File: config.mk
export PLATFORM = sky130hd
export DESIGN_NAME = vnorm_sqrt
export DESIGN_NICKNAME = d
export VERILOG_FILES = /design/src/rtl/vnorm_sqrt.sv
export SDC_FILE = /design/constraint.sdc
export NUM_CORES = 2
export LEC_CHECK = 0
export BUFFER_PORTS_ARGS = -buffer_cell sky130_fd_sc_hd__buf_2
export CAP_MARGIN = 20
export CORE_ASPECT_RATIO = 0.8
export CORE_MARGIN = 2
export CORE_UTILIZATION = 37
export DETAILED_ROUTE_END_ITERATION = 10
export GPL_TIMING_DRIVEN = 0
export HOLD_SLACK_MARGIN = 0.03
export PLACE_DENSITY_LB_ADDON = 0.08
export SKIP_LAST_GASP = 1
export SLEW_MARGIN = 20
export SYNTH_ARGS = -nofsm -noshare
export SYNTH_HDL_FRONTEND = slang
export SYNTH_SLANG_ARGS = --single-unit
File: constraint.sdc
create_clock -name clock -period 4.3 [get_ports clock]
set_input_delay 1.29 -clock clock [delete_from_list [all_inputs] [get_ports clock]]
set_output_delay 1.29 -clock clock [all_outputs]
set_load 0.005 [all_outputs]
File: src/rtl/vnorm_sqrt.sv
module vnorm_sqrt #(
   parameter int RAD_W  = 56,
   parameter int SIDE_W = 1
) (
   input  logic                 clock,
   input  logic                 reset,
   input  logic                 en,
   input  logic                 in_valid,
   input  logic [RAD_W-1:0]     in_rad,
   input  logic [SIDE_W-1:0]    in_side,
   output logic                 out_valid,
   output logic [RAD_W/2-1:0]   out_root,
   output logic [SIDE_W-1:0]    out_side
);

   localparam int ROOT_W = RAD_W / 2;

   logic [RAD_W-1:0]  rem_ff  [ROOT_W];
   logic [RAD_W-1:0]  res_ff  [ROOT_W];
   logic [SIDE_W-1:0] side_ff [ROOT_W];
   logic              vld_ff  [ROOT_W];

   // One result bit per stage.
   for (genvar k = 0; k < ROOT_W; k++) begin : g_stage
      localparam logic [RAD_W-1:0] BIT =
         {{(RAD_W-1){1'b0}}, 1'b1} << (2 * (ROOT_W - 1 - k));
      logic [RAD_W-1:0]  p_rem;
      logic [RAD_W-1:0]  p_res;
      logic [SIDE_W-1:0] p_side;
      logic              p_vld;
      logic [RAD_W-1:0]  trial;
      logic [RAD_W-1:0]  rem_in;
      logic [RAD_W-1:0]  res_in;

      if (k == 0) begin : g_first
         assign p_rem  = in_rad;
         assign p_res  = '0;
         assign p_side = in_side;
         assign p_vld  = in_valid;
      end else begin : g_next
         assign p_rem  = rem_ff[k-1];
         assign p_res  = res_ff[k-1];
         assign p_side = side_ff[k-1];
         assign p_vld  = vld_ff[k-1];
      end

      always_comb begin
         trial = p_res + BIT;
         if (p_rem >= trial) begin
            rem_in = p_rem - trial;
            res_in = (p_res >> 1) + BIT;
         end else begin
            rem_in = p_rem;
            res_in = p_res >> 1;
         end
      end

      always_ff @(posedge clock) begin
         if (reset) begin
            vld_ff[k] <= 1'b0;
         end else if (en) begin
            vld_ff[k] <= p_vld;
         end
      end

      always_ff @(posedge clock) begin
         if (en) begin
            rem_ff[k]  <= rem_in;
            res_ff[k]  <= res_in;
            side_ff[k] <= p_side;
         end
      end
   end

   assign out_valid = vld_ff[ROOT_W-1];
   assign out_root  = res_ff[ROOT_W-1][ROOT_W-1:0];
   assign out_side  = side_ff[ROOT_W-1];

endmodule

; ---- After elaboration in Yosys (flattened, before gate mapping)
; Memories as Yosys holds them, arrays and structs flattened.
; Index checks and enable logic that the tools add are counted.
[classes]
n_lt_le_gt_ge = 28
muxes = 90
bitwise = 28
n_addsub = 82
[op_table]
columns = operator, count
row1 = two-way mux 56 bit, 55
row2 = >= comparator 56 bit, 27
row3 = subtractor 56 bit, 27
row4 = adder 55 x 1 -> 56 bit (second input constant), 1
row5 = adder 55 x 11 -> 56 bit (second input constant), 1
row6 = adder 55 x 13 -> 56 bit (second input constant), 1
row7 = adder 55 x 15 -> 56 bit (second input constant), 1
row8 = adder 55 x 17 -> 56 bit (second input constant), 1
row9 = adder 55 x 19 -> 56 bit (second input constant), 1
row10 = adder 55 x 21 -> 56 bit (second input constant), 1
row11 = adder 55 x 23 -> 56 bit (second input constant), 1
row12 = adder 55 x 25 -> 56 bit (second input constant), 1
row13 = adder 55 x 27 -> 56 bit (second input constant), 1
row14 = adder 55 x 29 -> 56 bit (second input constant), 1
row15 = adder 55 x 3 -> 56 bit (second input constant), 1
row16 = adder 55 x 31 -> 56 bit (second input constant), 1
row17 = adder 55 x 33 -> 56 bit (second input constant), 1
row18 = adder 55 x 35 -> 56 bit (second input constant), 1
row19 = adder 55 x 37 -> 56 bit (second input constant), 1
row20 = adder 55 x 39 -> 56 bit (second input constant), 1
row21 = adder 55 x 41 -> 56 bit (second input constant), 1
row22 = adder 55 x 43 -> 56 bit (second input constant), 1
row23 = adder 55 x 45 -> 56 bit (second input constant), 1
row24 = adder 55 x 47 -> 56 bit (second input constant), 1
row25 = other kinds (38), 98
[word_totals]
inputBits = 61
memories = 4
regBits = 0
mem_bits_rw = 3192
output_inout_bits = 30
[memory_table]
columns = memory, words, word_bits, rd, rd_clocked_by_memory_dff, write_ports, line
row1 = rem_ff, 28, 56, 27, 0, 28, 18  ; logic [RAD_W-1:0] rem_ff [ROOT_W];
row2 = res_ff, 28, 56, 28, 0, 28, 19  ; logic [RAD_W-1:0] res_ff [ROOT_W];
row3 = side_ff, 28, 1, 28, 0, 28, 20  ; logic [SIDE_W-1:0] side_ff [ROOT_W];
row4 = vld_ff, 28, 1, 28, 0, 28, 21  ; logic vld_ff [ROOT_W];

; ---- Logic depth before layout (Yosys ltp)
[logic_depth]
word_depth = 4
depth_mapped = 14
ltp_nobuf = 12

; ---- Least setup slack after synthesis
; No wires, ideal clock.
[synth_path]
path_type = flip-flop to flip-flop
start = memory rem_ff[20][29]
end = memory rem_ff[21][53] (data pin)
t_arrival_ns = 3.102
path_stages_with_launch = 13
period_less_slack_ns = 3.360
setup_time_ns = 0.258
path_slack_ns = 0.940
t_required_ns = 4.042
cell_sequence = edfxtp_1 ha_1 clkbuf_2 nand4_1 or4_1 or4_1 o2111ai_1 or4b_1 buf_4 nand2_2 nor4_4 nand3_1 xnor2_1
[synth_rtl]
columns = element, line
row1 = start: declaration, 18

==> impl_results.md <==
* Run status: finished, final reports clean
* Syn avg cell area at ~13 um2
* Finished Core Util at a little over two fifths
* PortBufs at 90
* Crit path cell chain: ha_1 > a21o_1 > a221o_1 > a2111oi_0 > a21oi_1 > o21ai_0 > nand4b_1 > nor4b_1 > xor2_1
* Reg2reg setup slack at roughly 140 ps
* Post-synth EDFFs at ~2000
* Setup crit start: rem_ff[22][17]
* RSZ-0062 raised after global routing: true
* Clock slew at reported path FFs at about 60 ps
* CP Launch Type: flop
* Yosys top cell by area: edfxtp_1
* Leakage power at roughly 40 nW
* Width of the die at about 570 um
* Final hold vios at 0
* Internal at slightly below 40 mW
* Synth Net Count at 7875
* Die ar. at approximately 260000 um2
* Register area share after synthesis at 63.1%
* Post-synth top flop: edfxtp_1
* GRT Overall Usage at ~18%
* Max_cap viols at 0
* Mapped Area at 93900 um2
* Post-Synthesis Cells at 7382
* TritonCTS clock tree: done
* Min Tclk post-route at between 4000 and 5000 ps
* Slowest cell on the critical path: a2111oi_0
* GP Congestion at approximately 0.9
* Max Freq at between 0.2 and 0.25 GHz
* Worst min path class: flop to flop
* Final Cell Area at about 110000 um2
* Setup violations, final at 0
* Top post-synthesis cells by area: edfxtp_1 63%, ha_1 5.8%, xnor2_1 3.5%, xor2_1 2.8%, a21oi_1 2.4%
* Bufs on Longest Clock Path at 4
* Share of post-route cells with drive strength above 1 at 7.89%
* Post-synthesis cell type count at 91
* Total number of vias at around 59000
* DRC at 0
* Clk root buf: clkbuf_16
* Commonest cells in the netlist: 1974 x edfxtp_1, 522 x inv_1, 492 x nor2_1
* Async set-reset flop share out of synthesis at 0%
* H-tree depth at 4
* Synth top area share at a little over three fifths
* Pre-CTS setup slack at -1880 ps
* Largest stage delay, worst path at approximately 790 ps
* # IOs at 91
* Placed Instances at 10827
* Max-slew headroom at between 20% and 30%
* Detailed-placement wirelength estimate at around 180000 um
* Synth Register Bits at 1974
* CTS Hold Buffers Added at 0
* Total CTS buffers at 214
* Pins over their slew limit at 0
* Clk pwr share at between 30% and 40%
* Hold Path End: side_ff[3]
* FF-to-FF path depth at 9
* Initial DRC count at just under 5000
* Reg2reg end: rem_ff[23][49]
* DR pass1 iterations at 6
* Worst setup path class: flop to flop
* Warnings, synthesis at 0
* Core Footprint at 252000 um2
* Sw frac at around 29%
* Clock sinks at 1974
* Worst Max-Slew Pin Slew at 1050 ps
* Initial Util at between 30 and 40%
* Vias in the first global route at roughly 57000
* Largest net degree at the start of global routing at 144
* Post-route clock period utilization at a little over nine tenths
* First-pass GRT wire length at approximately 360000 um
* Wire per inst at between 20 and 25 um
* Switch Pwr at about 16 mW
* Grt total ovfl at 0
* Post-layout nets at between 8000 and 9000
* Hold path depth at 0
* Logic pwr share at between 10% and 20%
* Final Skew at between 60 and 70 ps
* Worst Path Arrival at about 4700 ps
* Setup WS post-layout at 141 ps
* Clk_lat worst skew at approximately 900 ps
* Maximum VDD drop at 0.000316 V
* Area post-placement at between 90000 and 100000 um2
* Worst reg2reg path startpoint: rem_ff[22][17]
* Hold Crit Start: side_ff[2]
* Die height at between 400 and 500 um
* Via/cell ratio at about 5.2
* Area Overhead vs Synth at 13.3%
* Final WL at roughly 240000 um
* Initial antenna violation count at 10
* WP data required at 4860 ps
* Most common cell in the netlist: edfxtp_1
* Rows at roughly 170
* Power Density at slightly above 500 nW/um2
* Final ANT Viol Nets at 0
* Max Fanout on Critical Path at 5
* Worst setup EP type: flop
* Sequential Power Share at 47.5%
* Post-Layout Cell Count at approximately 11000
[per-layer routing]
metal	GRT usage (%)	up-vias	part of all wire, %
li1	-	28354	-
met1	27.2	28889	50
met2	26.2	1321	42
met3	3.59	316	5.8
met4	4.66	2	2.3
met5	0	-	0.0055
[registers in the layout, summed over array words and instances (netlist names)]
signal	count
rem_ff	1512
res_ff	406
side_ff	28
vld_ff	28
[kinds of logic (layout without fill, tap and decap cells)]
group           after synthesis  in the layout  synth area share, %
fa+ha+maj                   432            432                 5.76
other cells                   0              3                    0
buf+inv                     669           1171                 2.78
flops                      1974           1974                 63.1
compound gates             1398           1398                 9.28
xor+xnor                    668            668                 6.23
simple gates               2170           2170                 12.0
mux                          71             71                0.871
[critical path: cells and delay by family (launching register included)]
kind	cells	cell delay, ps
flip-flops	1	420
adder cells (fa/ha/maj)	1	380
AND/OR/NAND/NOR	2	850
XOR/XNOR	1	120
AO/OA/AOI/OAI	5	2110
[power by group through the flow]
stage / combinational [mW] / sequential (mW) / clock (mW)
6_report: 10.7 / 26.2 / 18.3
3_3_place_gp: 10.4 / 27.9 / 0
4_1_cts: 10.6 / 26.3 / 18.9
5_1_grt: 11.9 / 26.5 / 19.7
2_1_floorplan: 7.71 / 25.7 / 0
3_5_place_dp: 10.5 / 26.7 / 0
[how the worst max path moves through the flow]
stage | end | slack, ps | depth (start not counted)
final | rem_ff[23][49] | 140 | 9
after global routing | rem_ff[23][49] | -130 | 12
after CTS | rem_ff[23][29] | -50 | 10
after detailed placement | side_ff[24] | -1880 | 8
after global placement | vld_ff[11] | -30510 | 2
after floorplan | rem_ff[21][53] | 940 | 12
[layout make-up]
type,instances,area [um2]
buffer,145,657
tap,3340,4180
sequential,1974,59300
timing repair buffer,116,1130
multi-input combinational,4739,32200
inverter,524,1970
clock buffer,247,5540
antenna,3,7.51
clock inverter,139,1330
fill,23432,146000
[what timing repair did]
action	in CTS	in global routing
gates resized for setup	17	39
endpoints found under the setup margin	349	162
gates cloned	6	1
buffers inserted	0	4
hold endpoints to repair	0	0
pin swaps	0	3
[cells in the final DEF, fill, tap and decap left out, types with 47 or more instances in the layout]
cell,count
nand2b_1,86
nor2b_1,69
clkinv_2,51
buf_2,95
o21a_1,73
nor3_1,191
inv_1,521
o21ai_0,321
a21o_1,201
mux2_2,54
edfxtp_1,1974
a31oi_1,47
clkbuf_16,218
xor2_1,298
clkbuf_1,137
or3_1,64
nor4_1,237
a21oi_1,447
ha_1,432
nand4_1,112
nand2_1,475
nand3_1,120
nor2_1,492
xnor2_1,370
[metrics by stage]
step           hold slack, ps  TNS [ps]  power, mW
3_5_place_dp              405   -632160       37.1
3_3_place_gp              405         -       38.3
6_report                  417         0       55.2
5_1_grt                   420      -135       58.1
4_1_cts                   419      -132       55.8
2_1_floorplan             400         0       33.4
(Power assumes the default switching activity.)
