**src/rtl/vnorm_div.sv**
```systemverilog
module vnorm_div #(
   parameter int NUM_W  = 40,
   parameter int DEN_W  = 28,
   parameter int Q_W    = 11,
   parameter int SIDE_W = 1
) (
   input  logic              clock,
   input  logic              reset,
   input  logic              en,
   input  logic              in_valid,
   input  logic [NUM_W-1:0]  in_num,
   input  logic [DEN_W-1:0]  in_den,
   input  logic [SIDE_W-1:0] in_side,
   output logic              out_valid,
   output logic [Q_W-1:0]    out_quot,
   output logic [SIDE_W-1:0] out_side
);

   localparam int CMP_W = (NUM_W > DEN_W + Q_W) ? NUM_W : DEN_W + Q_W;

   logic [CMP_W-1:0]  rem_ff  [Q_W];
   logic [DEN_W-1:0]  den_ff  [Q_W];
   logic [Q_W-1:0]    quot_ff [Q_W];
   logic [SIDE_W-1:0] side_ff [Q_W];
   logic              vld_ff  [Q_W];

   // Restoring division, one quotient bit per stage, msb first.
   for (genvar k = 0; k < Q_W; k++) begin : g_stage
      localparam int SH = Q_W - 1 - k;
      logic [CMP_W-1:0]  p_rem;
      logic [DEN_W-1:0]  p_den;
      logic [Q_W-1:0]    p_quot;
      logic [SIDE_W-1:0] p_side;
      logic              p_vld;
      logic [CMP_W-1:0]  dsh;
      logic [CMP_W-1:0]  rem_in;
      logic [Q_W-1:0]    quot_in;

      if (k == 0) begin : g_first
         assign p_rem  = CMP_W'(in_num);
         assign p_den  = in_den;
         assign p_quot = '0;
         assign p_side = in_side;
         assign p_vld  = in_valid;
      end else begin : g_next
         assign p_rem  = rem_ff[k-1];
         assign p_den  = den_ff[k-1];
         assign p_quot = quot_ff[k-1];
         assign p_side = side_ff[k-1];
         assign p_vld  = vld_ff[k-1];
      end

      always_comb begin
         dsh     = CMP_W'(p_den) << SH;
         rem_in  = p_rem;
         quot_in = p_quot;
         if (p_rem >= dsh) begin
            rem_in      = p_rem - dsh;
            quot_in[SH] = 1'b1;
         end
      end

      always_ff @(posedge clock) begin
         if (reset) begin
            vld_ff[k] <= 1'b0;
         end else if (en) begin
            vld_ff[k] <= p_vld;
         end
      end

      always_ff @(posedge clock) begin
         if (en) begin
            rem_ff[k]  <= rem_in;
            den_ff[k]  <= p_den;
            quot_ff[k] <= quot_in;
            side_ff[k] <= p_side;
         end
      end
   end

   assign out_valid = vld_ff[Q_W-1];
   assign out_quot  = quot_ff[Q_W-1];
   assign out_side  = side_ff[Q_W-1];

endmodule

```
**config.mk**
```make
export PLATFORM = sky130hd
export DESIGN_NAME = vnorm_div
export DESIGN_NICKNAME = d
export VERILOG_FILES = /design/src/rtl/vnorm_div.sv
export SDC_FILE = /design/constraint.sdc
export NUM_CORES = 1
export LEC_CHECK = 0
export BUFFER_PORTS_ARGS = -buffer_cell sky130_fd_sc_hd__buf_2
export CAP_MARGIN = 20
export CORE_MARGIN = 5
export CORE_UTILIZATION = 49
export CTS_BUF_LIST = sky130_fd_sc_hd__clkbuf_8
export DETAILED_ROUTE_END_ITERATION = 6
export GPL_ROUTABILITY_DRIVEN = 1
export GPL_TIMING_DRIVEN = 0
export PLACE_DENSITY = 0.65
export SETUP_SLACK_MARGIN = 0.5
export SLEW_MARGIN = 15
export SYNTH_ARGS = -nofsm -noshare
export SYNTH_HDL_FRONTEND = slang
export SYNTH_SLANG_ARGS = --single-unit
```
**constraint.sdc**
```tcl
create_clock -name clock -period 4.6 [get_ports clock]
set_clock_uncertainty 0.1 [all_clocks]
set_input_delay 0.92 -clock clock [delete_from_list [all_inputs] [get_ports clock]]
set_output_delay 0.92 -clock clock [all_outputs]
set_load 0.01 [all_outputs]
```
# Word-level counts from Yosys, hierarchy flattened
# Memories as Yosys holds them, arrays and structs flattened.
# Cells that the tools add are included.
dict set report classes {
  muxes 39
  bitwise_logic 11
  n_lt_le_gt_ge 11
  n_addsub 11
}
# op count
set op_table {}
lappend op_table {{40-bit two-way mux} 11}
lappend op_table {{40-bit by 28-bit >= comparator with 1-bit output} 1}
lappend op_table {{40-bit by 29-bit >= comparator with 1-bit output} 1}
lappend op_table {{40-bit by 30-bit >= comparator with 1-bit output} 1}
lappend op_table {{40-bit by 31-bit >= comparator with 1-bit output} 1}
lappend op_table {{40-bit by 32-bit >= comparator with 1-bit output} 1}
lappend op_table {{40-bit by 33-bit >= comparator with 1-bit output} 1}
lappend op_table {{40-bit by 34-bit >= comparator with 1-bit output} 1}
lappend op_table {{40-bit by 35-bit >= comparator with 1-bit output} 1}
lappend op_table {{40-bit by 36-bit >= comparator with 1-bit output} 1}
lappend op_table {{40-bit by 37-bit >= comparator with 1-bit output} 1}
lappend op_table {{40-bit by 38-bit >= comparator with 1-bit output} 1}
lappend op_table {{40-bit by 28-bit subtractor with 40-bit output} 1}
lappend op_table {{40-bit by 29-bit subtractor with 40-bit output} 1}
lappend op_table {{40-bit by 30-bit subtractor with 40-bit output} 1}
lappend op_table {{40-bit by 31-bit subtractor with 40-bit output} 1}
lappend op_table {{40-bit by 32-bit subtractor with 40-bit output} 1}
lappend op_table {{40-bit by 33-bit subtractor with 40-bit output} 1}
lappend op_table {{40-bit by 34-bit subtractor with 40-bit output} 1}
lappend op_table {{40-bit by 35-bit subtractor with 40-bit output} 1}
lappend op_table {{40-bit by 36-bit subtractor with 40-bit output} 1}
lappend op_table {{40-bit by 37-bit subtractor with 40-bit output} 1}
lappend op_table {{40-bit by 38-bit subtractor with 40-bit output} 1}
lappend op_table {{1-bit two-way mux} 28}
lappend op_table {{1-bit bitwise OR} 11}
dict set report word_totals {
  out_inout_bits 13
  ram_bits 891
  word_cells 77
  reg_bits 0
  in_bits 73
  mem_count 5
}
# name words word_bits read_ports rd_ports_with_merged_regs write_ports line_no
set memory_table {}
lappend memory_table {rem_ff 11 40 10 0 11 21} ;# logic [CMP_W-1:0] rem_ff [Q_W];
lappend memory_table {den_ff 11 28 10 0 11 22} ;# logic [DEN_W-1:0] den_ff [Q_W];
lappend memory_table {quot_ff 11 11 11 0 11 23} ;# logic [Q_W-1:0] quot_ff [Q_W];
lappend memory_table {side_ff 11 1 11 0 11 24} ;# logic [SIDE_W-1:0] side_ff [Q_W];
lappend memory_table {vld_ff 11 1 11 0 11 25} ;# logic vld_ff [Q_W];

# Depth between registers and ports, before layout
# Gate-level depths: netlist (run 1).
dict set report logic_depth {
  word_depth 4
  mapped_depth 15
  ltp_nobuf 13
}

# Least setup slack after synthesis (run 1)
# No wires, ideal clock.
dict set report synth_path {
  kind {input to register}
  from {input port in_den[12]}
  to {memory rem_ff[0][10] in the netlist's numbering, data pin}
  path_buffers 3
  stages 13
  path_slack_ps 955
  t_required_ps 4240
  t_arrival_ps 3285
  setup_ps 260
  path_cell_list {inv_1 > ha_1 > clkbuf_1 > a21oi_1 > nand2_1 > nor3b_1 > a21oi_1 > a311oi_1 > a211oi_1 > nor3_1 > buf_2 > buf_2 > o21ai_0}
}
# element line_no
set synth_lines {}
lappend synth_lines {{start: declaration} 12} ;# input logic [DEN_W-1:0] in_den,
lappend synth_lines {{end: declaration} 21}

==> impl_metrics.py, run 1 <==
metrics = {
    "route": {
        "post_drt_via_cell_ratio": 5.424,
        "via_count": 30280,
        "antenna_left": 0,
        "drtPass1Iterations": 7,
        "wl_per_cell_um": 17.77,
        "drtIter0Drc": 1345,
        "drt-total-wl_um": 99200,
        "drc": 2,
    },
    "flow_run": {
        "maxCapViolations": 0,
    },
    "place": {
        "place_hpwl_um": 78150,
        "port_buffers": 85,
        "globalplace.congestion": 0.9395,
    },
    "cells_and_area": {
        "fin_util": 0.5465,
        "fillers": 7863,
        "drive_above_1_share": 0.1024,
        "area_delta_synth_final_pct": 10.72,
        "nNetsFinal": 4696,
    },
    "sta": {
        "period_share": 0.8696,
        "hold_ws_ps": 223.5,
        "fmax_ghz": 0.2500,
        "report.final.slew_viol_count": 0,
        "worst_pin_slew_ps": 966.8,
        "setup_viol": 0,
        "slew_headroom": 0.3516,
        "min_period_ps": 4000,
        "hold_viol": 0,
        "rsz0062_at_grt": "false",
    },
    "clock_tree": {
        "clock-sinks": 768,
        "cts_buffers": 133,
        "clockBufferDepth": 3,
        "cts_root_buf": "clkbuf_8",
        "worstSkewPairLatency_ps": 790,
        "cts.clk_slew.worst_paths_ps": 60,
        "cts_tree": "done",
        "cts_max_level": 4,
    },
    "synth": {
        "synthAdderAreaFrac": 0.09139,
        "synth_area_leaders": "edfxtp_1 (52%), ha_1 (8.7%), a21oi_1 (4.0%)",
        "synth_mux_area_frac": 0.01972,
        "synth.ff_latch_count": 768,
        "synth_edf_count": 768,
        "yosys_warnings": 0,
        "syn_avg_cell_area_um2": 10.90,
        "synth_top_area_cell": "edfxtp_1",
        "synth_top_area_share": 0.5199,
        "yosysMostFrequentCell": "edfxtp_1",
        "synth_cells": 4071,
        "synth_compound_area_frac": 0.1506,
        "async_reset_ff_frac": 0,
        "synth_top_family_by_area": "compound AO/OA/AOI/OAI gates",
        "ys_types": 100,
        "synth-xor-area-share": 0.05844,
        "yosys.area_share.simple": 0.1159,
        "ys_seq_area_frac": 0.5199,
        "syn_nets": 4462,
        "synth_common_cells": "edfxtp_1 (768), inv_1 (388), a21oi_1 (358), ha_1 (308), nand2_1 (308)",
        "synth-main-ff-cell": "edfxtp_1",
        "synthesis.area_um2": 44360,
    },
    "global_routing": {
        "use_met2": 0.3840,
        "grt_util_all_layers": 0.2038,
        "grt_start_max_net_pins": 119,
        "busiest_layer": "met2",
        "grt_pass1_wl_um": 158900,
        "antenna_found_initial": 1,
        "grt_pass1_vias": 31510,
        "use_met1": 0.2050,
        "grt_use_met3": 0.03197,
        "overflow": 0,
    },
    "setup_path": {
        "cp_max_fo": 10,
        "reg2reg_slack_ps": 600,
        "timing.rr.end": "rem_ff[7][11]",
        "worstPathRequired_ps": 5120,
        "r2r_cells": 11,
        "reg2reg_from": "rem_ff[6][25]",
        "end_kind": "flip-flop",
        "arrival_ps": 4520,
        "startpoint_type": "flip-flop",
        "path_class": "flip-flop to flip-flop",
    },
    "floorplanning": {
        "die_w_um": 310.9,
        "die_area_um2": 96650,
        "placementRows": 110,
        "start_util": 0.4936,
        "ioPinCount": 86,
        "die_y_um": 310.9,
        "core-area_um2": 89870,
    },
    "min_path": {
        "hold_path_end": "side_ff[0]",
        "hp-start": "in_side",
        "hold_class": "primary input to flip-flop",
        "hold_depth": 1,
    },
    "status": {
        "violations": "design-rule violations",
        "outcome": "finished with violations",
    },
    "power_and_ir_drop": {
        "power_leakage_uw": 0.01986,
        "ir_drop_uv": 309.2,
        "powerDensity_nw_per_um2": 578.3,
    },
}
==> logic make-up (layout without fill, tap and decap cells) <==
family	Yosys count	in the layout
compound gates	1063	1063
other cells	0	1
simple gates	1052	1052
mux	70	70
fa+ha+maj	318	318
xor+xnor	296	296
buf+inv	504	838
flops	768	768
==> layout by cell type (no fill, tap or decap), types with 12 or more instances in the layout <==
master    instances
or3_1            35
clkinv_1         31
a211o_1          12
nor3_1           57
mux2_4           24
nand2b_1         44
a21oi_1         356
xnor2_1         164
o21a_1           35
and3_1           25
mux2_2           43
or2_2            16
buf_2           105
edfxtp_1        768
a31oi_1          34
nor2b_1          28
clkbuf_2         16
clkbuf_1         67
nor4_1           25
ha_1            308
a211oi_1         28
clkbuf_8        133
nor2_1          267
and2_1           31
nand4_1          63
inv_1           431
o31ai_1          21
nand2_1         308
nand3_1          70
o211ai_1         19
a21o_1          138
o21ai_0         259
o21bai_1         34
xor2_1          132
==> metal layers <==
metal	vias up	wire length [um]
met5	-	0
met4	0	7173
met3	312	3026
met2	622	52070
met1	13950	36920
li1	15400	-
==> timing repair <==
| action | 4_1_cts | 5_1_grt |
|---|---|---|
| endpoints found under the setup margin | 237 | 243 |
| setup buffers | 0 | 3 |
| pin swaps | 0 | 2 |
| gates cloned | 0 | 1 |
| resized for setup | 28 | 28 |
| hold buffers | 0 | 0 |
==> power breakdown <==
part | internal, uW | total [uW] | leakage, uW | switching, uW
registers | 10000 | 11000 | 0.00746 | 938
clock network | 2830 | 5570 | 0.00135 | 2740
logic | 5140 | 11900 | 0.0110 | 6720
total | 18000 | 28400 | 0.0199 | 10400
==> how the worst max path moves through the flow <==
stage | startpoint | endpoint
global placement | en | vld_ff[0][0]
global route | rem_ff[8][22] | rem_ff[9][7]
floorplan | in_den[12] | rem_ff[0][10]
detailed placement | in_den[12] | rem_ff[0][10]
finish | rem_ff[6][25] | rem_ff[7][11]
CTS | rem_ff[7][2] | rem_ff[8][5]
==> registers in the layout (all words and copies together) (netlist names) <==
name,cells
rem_ff,400
den_ff,280
quot_ff,66
side_ff,11
vld_ff,11
==> area by class of cell <==
class | count | area, um2 | area share
buffer | 113 | 518.0 | 0.01055
clock inverter | 102 | 535.5 | 0.01090
inverter | 391 | 1468 | 0.02988
sequential | 768 | 23060 | 0.4696
timing repair buffer | 99 | 715.7 | 0.01457
multi-input combinational | 2799 | 19510 | 0.3973
tap | 1176 | 1471 | 0.02996
antenna | 1 | 2.502 | 0.00005095
clock buffer | 133 | 1831 | 0.03727
==> critical path, stage by stage (launching register included) <==
cell and delay [ps]:
edfxtp_1 410, ha_1 300, clkbuf_1 210, a21oi_1 210, o21ai_0 110, a21oi_1 210
o21ai_0 140, a211oi_1 830, o31ai_4 380, clkbuf_2 400, clkbuf_2 310, a21oi_1 200
==> metrics by stage <==
step / total power, uW / setup WS [ps] / cells / setup TNS (ps) / cell area, um2
2_1_floorplan: 19900 / 954.8 / 4071 / 0 / 44360
3_3_place_gp: 22760 / -9393 / 5332 / -6621130 / 46260
3_5_place_dp: 22720 / -418.2 / 5342 / -38200 / 46520
4_1_cts: 28500 / 528.5 / 5577 / 0 / 48990
5_1_grt: 30530 / 506.9 / 5582 / 0 / 49110
6_report: 28400 / 599.6 / 5582 / 0 / 49110
(Power assumes the default switching activity.)
==> run 2, diff against run 1 <==
--- a/config.mk
+++ b/config.mk
@@ -9,7 +9,6 @@
 export CAP_MARGIN = 20
 export CORE_MARGIN = 5
 export CORE_UTILIZATION = 49
-export CTS_BUF_LIST = sky130_fd_sc_hd__clkbuf_8
 export DETAILED_ROUTE_END_ITERATION = 6
 export GPL_ROUTABILITY_DRIVEN = 1
 export GPL_TIMING_DRIVEN = 0
==> run 2 against run 1 <==
Net effect:
- setup slack worse by 4.8 ps
- sequential power about the same
- sequential share of layout area down 0.37 points
- via count down 0.59%
- clock power up 16%
- combinational power about the same
- final cell count down 1.3%
- first-iteration DRC count about the same
- the flow now finishes without violations
==> impl_metrics.py, run 2 (same netlist as run 1, synthesis figures left out) <==
metrics = {
    "global_routing": {
        "grt_start_max_net_pins": 113,
        "grt_pass1_wl_um": 158400,
        "grt_util_all_layers": 0.2019,
        "antenna_found_initial": 0,
        "overflow": 0,
        "grt_pass1_vias": 31110,
    },
    "floorplanning": {
        "die_y_um": 310.9,
        "core-area_um2": 89870,
        "die_area_um2": 96650,
        "placementRows": 110,
        "die_w_um": 310.9,
        "ioPinCount": 86,
        "start_util": 0.4936,
    },
    "cells_and_area": {
        "drive_above_1_share": 0.09397,
        "largest_reg_flops": 400,
        "nNetsFinal": 4652,
        "area_delta_synth_final_pct": 11.60,
        "insertedDiodeCount": 0,
        "regMostFlops": "rem_ff",
        "design_area_um2": 49510,
        "layout_common_cells": "edfxtp_1 (768), inv_1 (388), a21oi_1 (356), nand2_1 (308), ha_1 (308)",
        "layout_commonest_cell": "edfxtp_1",
        "fillers": 7761,
        "reg.largest.list": "rem_ff (400), den_ff (280), quot_ff (66)",
    },
    "power_and_ir_drop": {
        "p_total_uw": 29340,
        "power_leakage_uw": 0.01984,
        "powerDensity_nw_per_um2": 592.8,
        "ir_drop_uv": 314.3,
    },
    "sta": {
        "setup_viol": 0,
        "report.final.slew_viol_count": 0,
        "setup_ws_ps": 594.8,
        "tns_ps": 0,
        "min_period_ps": 4005,
        "hold_viol": 0,
        "slew_headroom": 0.3603,
        "rsz0062_at_grt": "false",
        "worst_pin_slew_ps": 955.0,
        "period_share": 0.8707,
        "fmax_ghz": 0.2497,
    },
    "setup_path": {
        "slowest_stage": "clkbuf_1",
        "worstPathRequired_ps": 4850,
        "end_kind": "flip-flop",
        "startpoint_type": "flip-flop",
        "path_class": "flip-flop to flip-flop",
        "arrival_ps": 4250,
        "slowest_delay_ps": 580,
        "crit_buf_inv": 3,
        "crit_family": "buffers and inverters",
        "cp_cell_sequence": "ha_1, clkbuf_1, nand2_1, nor2_1, nand4_1, a21oi_1, o31ai_2, inv_2, clkbuf_1, a21oi_1",
        "cp_max_fo": 10,
    },
    "clock_tree": {
        "clockBufferDepth": 3,
        "cts_root_buf": "clkbuf_16",
        "clock-sinks": 768,
        "worstSkewPairLatency_ps": 650,
        "cts_tree": "done",
        "cts_max_level": 3,
        "cts_buffers": 85,
        "cts.clk_slew.worst_paths_ps": 60,
    },
    "place": {
        "port_buffers": 85,
        "place_hpwl_um": 78150,
        "preCtsSetupSlack_ps": -418.2,
        "globalplace.congestion": 0.9395,
        "dpl-instance-area_um2": 46520,
    },
    "route": {
        "antenna_left": 0,
        "post_drt_via_cell_ratio": 5.465,
        "drtIter0Drc": 1346,
        "drc": 0,
        "via_count": 30100,
        "drtPass1Iterations": 5,
        "wl_per_cell_um": 18.00,
        "drt-total-wl_um": 99120,
    },
    "flow_run": {
        "maxCapViolations": 0,
    },
    "min_path": {
        "hold_class": "flip-flop to flip-flop",
    },
    "status": {
        "outcome": "completed",
    },
}
==> run 2: report_power, final <==
part	internal (uW)	leakage, uW	switching, uW	total (uW)
Sequential	10000	0.00746	934	11000
Clock	3720	0.00130	2760	6480
Combinational	5150	0.0111	6750	11900
==> run 2: final cells by class <==
cell class | instances | area [um2] | area share
buffer | 113 | 516.7 | 0.01044
clock buffer | 101 | 2187 | 0.04418
clock inverter | 56 | 509.2 | 0.01029
inverter | 391 | 1468 | 0.02965
multi-input combinational | 2799 | 19520 | 0.3943
sequential | 768 | 23060 | 0.4658
tap | 1176 | 1471 | 0.02972
timing repair buffer | 103 | 770.7 | 0.01557
==> run 2: what timing repair did <==
item,4_1_cts,5_1_grt
buffers inserted,0,6
pin swaps,0,5
hold buffers,0,0
cloned,1,1
resized for setup,26,28
endpoints found under the setup margin,325,285
==> run 2: worst paths after layout <==
check | startpoint | cells past startpoint | slack (ps) | to
worst max-delay path | rem_ff[8][22] | 10 | 590 | rem_ff[9][20]
worst min-delay path | quot_ff[7][9] | 0 | 310 | quot_ff[8][9]
worst max register to register | rem_ff[8][22] | 10 | 590 | rem_ff[9][20]
worst min register to register | quot_ff[7][9] | 0 | 310 | quot_ff[8][9]
==> run 2: stage by stage <==
step           cells  hold WS, ps    util
3_5_place_dp    5342        304.5  0.5176
5_1_grt         5507        320.7  0.5508
2_1_floorplan   4071        300.3       -
3_3_place_gp    5332        300.9  0.5147
4_1_cts         5500        302.4  0.5491
6_report        5507        311.3  0.5508
==> run 2: layer usage <==
| layer | global-route usage | wire length, um | up-vias | part of all wire |
|---|---|---|---|---|
| li1 | - | - | 15300 | - |
| met1 | 0.2063 | 36850 | 13900 | 0.37 |
| met2 | 0.3900 | 52630 | 616 | 0.53 |
| met3 | 0.02378 | 2900 | 282 | 0.029 |
| met4 | 0.1240 | 6743 | 0 | 0.068 |
| met5 | 0 | 0 | - | 0 |
==> run 3, diff against run 2 <==
--- a/config.mk
+++ b/config.mk
@@ -5,14 +5,14 @@
 export SDC_FILE = /design/constraint.sdc
 export NUM_CORES = 1
 export LEC_CHECK = 0
-export BUFFER_PORTS_ARGS = -buffer_cell sky130_fd_sc_hd__buf_2
 export CAP_MARGIN = 20
+export CORE_ASPECT_RATIO = 0.75
 export CORE_MARGIN = 5
 export CORE_UTILIZATION = 49
 export DETAILED_ROUTE_END_ITERATION = 6
+export DONT_BUFFER_PORTS = 1
 export GPL_ROUTABILITY_DRIVEN = 1
-export GPL_TIMING_DRIVEN = 0
-export PLACE_DENSITY = 0.65
+export PLACE_DENSITY = 0.64
 export SETUP_SLACK_MARGIN = 0.5
 export SLEW_MARGIN = 15
 export SYNTH_ARGS = -nofsm -noshare
==> run 3 against run 2 <==
Net effect:
- via count rose by 1.9%
- design area decreased by 1.8%
- clock-buffer cell count down 8
- register-to-register slack improved by 80 ps
- worst hold slack got worse by 72 ps
- utilization decreased by 0.92 points
- die area is essentially flat
- critical path type unchanged
- critical endpoint is now rem_ff[4][10]
- sequential share of layout area increased by 0.86 points
- largest cell class unchanged
- global-route usage up 0.64 points
- non-clock buffer count fell by 178
- setup slack improved by 79 ps
==> impl_metrics.py, run 3 (same netlist as run 1, synthesis figures left out) <==
metrics = {
    "setup_path": {
        "arrival_ps": 4240,
        "startpoint_type": "flip-flop",
        "slowest_delay_ps": 410,
        "path_class": "flip-flop to flip-flop",
        "cp_cell_sequence": "inv_1, ha_1, inv_1, fa_1, a21o_1, a221o_1, a21oi_1, buf_4, nor4_1, nor2_1, o221ai_1, a211o_2, buf_12, mux2_2",
        "end_kind": "flip-flop",
        "crit_top_cell": "inv_1",
        "worstPathRequired_ps": 4910,
        "slowest_stage": "fa_1",
        "r2r_cells": 14,
        "cp_max_fo": 55,
    },
    "global_routing": {
        "grt_pass1_wl_um": 160100,
        "grt_util_all_layers": 0.2083,
        "antenna_found_initial": 2,
        "grt_pass1_vias": 27880,
        "grt_start_max_net_pins": 760,
        "overflow": 0,
    },
    "route": {
        "wl_per_cell_um": 19.17,
        "via_count": 30680,
        "drtPass1Iterations": 5,
        "drtIter0Drc": 3065,
        "antenna_left": 0,
        "drc": 0,
        "post_drt_via_cell_ratio": 5.731,
        "drt-total-wl_um": 102600,
    },
    "place": {
        "globalplace.congestion": 0.9311,
        "dpl-instance-area_um2": 45830,
        "place_hpwl_um": 75850,
        "port_buffers": 0,
    },
    "sta": {
        "worst_pin_slew_ps": 1414,
        "setup_viol": 0,
        "fmax_ghz": 0.2547,
        "period_share": 0.8536,
        "hold_viol": 0,
        "report.final.slew_viol_count": 0,
        "slew_headroom": 0.05721,
        "min_period_ps": 3926,
        "rsz0062_at_grt": "false",
        "tns_ps": 0,
    },
    "floorplanning": {
        "die_y_um": 270.6,
        "core-area_um2": 89740,
        "die_w_um": 357.4,
        "die_area_um2": 96710,
        "start_util": 0.4943,
        "placementRows": 95,
        "ioPinCount": 86,
    },
    "cells_and_area": {
        "drive_above_1_share": 0.07003,
        "nNetsFinal": 4470,
        "area_delta_synth_final_pct": 9.579,
        "regMostFlops": "rem_ff",
        "insertedDiodeCount": 0,
        "layout_commonest_cell": "edfxtp_1",
        "layout_common_cells": "edfxtp_1 (768), inv_1 (388), a21oi_1 (357), nand2_1 (308), ha_1 (308)",
        "design_area_um2": 48610,
        "reg.largest.list": "rem_ff (400), den_ff (280), quot_ff (66)",
        "fin_util": 0.5416,
        "largest_reg_flops": 400,
        "fillers": 7737,
    },
    "clock_tree": {
        "worstSkewPairLatency_ps": 670,
        "cts_setup_buffers": 0,
        "cts.clk_slew.worst_paths_ps": 60,
        "cts_buffers": 81,
        "clockBufferDepth": 3,
        "clock-sinks": 768,
        "cts_max_level": 3,
        "cts_root_buf": "clkbuf_16",
        "cts_tree": "done",
    },
    "power_and_ir_drop": {
        "p_seq_frac": 0.371,
        "p_sw_frac": 0.3637,
        "switching_power_uw": 10800,
        "ir_drop_uv": 324.7,
        "clkPwrFrac": 0.220,
        "share_comb_of_total_power": 0.408,
        "powerDensity_nw_per_um2": 611.1,
        "p_int_uw": 18900,
        "power_leakage_uw": 0.01930,
        "p_total_uw": 29700,
    },
    "status": {
        "outcome": "completed",
    },
    "flow_run": {
        "maxCapViolations": 0,
    },
    "min_path": {
        "hold_depth": 0,
        "hold_class": "primary input to flip-flop",
    },
}
[run 3: cell count changes in the layout (fill, tap and decap cells not counted), moves of 5 or more]
cell	delta
buf_12	+9
buf_2	-104
buf_4	+15
clkbuf_1	-73
clkbuf_16	-5
clkbuf_2	-13
clkinv_1	-10
[run 3: power by group through the flow]
stage          clock network, uW  registers (uW)  logic [uW]
6_report                    6540           11000       12100
2_1_floorplan                  0           10700        9150
3_3_place_gp                   0           11200       11500
4_1_cts                     6740           11100       11700
3_5_place_dp                   0           11200       11700
5_1_grt                     7040           11200       13400
[run 3: final timing paths]
path,from,to,slack (ps)
setup / recovery,rem_ff[3][6],rem_ff[4][10],670
hold reg to reg,quot_ff[8][3],quot_ff[9][3],300
setup reg to reg,rem_ff[3][6],rem_ff[4][10],670
hold / removal,in_den[3],den_ff[0][3],240
[run 3: worst max-delay path: cells and delay by family, from the launching register on]
family	cells	cell delay, ps
AOI/OAI and AO/OA	5	1370
adders and majority gates	2	580
buffers and inverters	4	510
DFF	1	400
and+or+nand+nor	2	350
muxes	1	310
[run 3: routing by layer]
layer  vias up  GRT usage  share of wire
li1      14960          -              -
met1     14670     0.3466           0.52
met2       932     0.2737           0.38
met3       111    0.04916          0.083
met4         0    0.03499          0.015
met5         -          0              0
[run 3: repair_timing]
action                     in CTS  in global routing
hold buffers                    0                  0
resized for setup               0                  2
setup endpoints to repair       0                  4
[run 3: layout make-up]
cell class	count	area (um2)	share of cell area
timing repair buffer	38	478.0	0.009833
multi-input combinational	2799	19430	0.3997
clock buffer	93	2072	0.04263
inverter	391	1468	0.03019
clock inverter	52	583.1	0.01200
tap	1212	1516	0.03120
sequential	768	23060	0.4745
[run 3: stage by stage]
step / std cells / hold slack, ps / setup WS, ps
detailed placement: 5204 / 304.5 / 551.4
finish: 5353 / 239.7 / 673.5
global route: 5353 / 187.5 / 518.8
CTS: 5349 / 187.9 / 656.4
global placement: 5204 / 301.8 / 562.7
floorplan: 4071 / 300.3 / 954.8
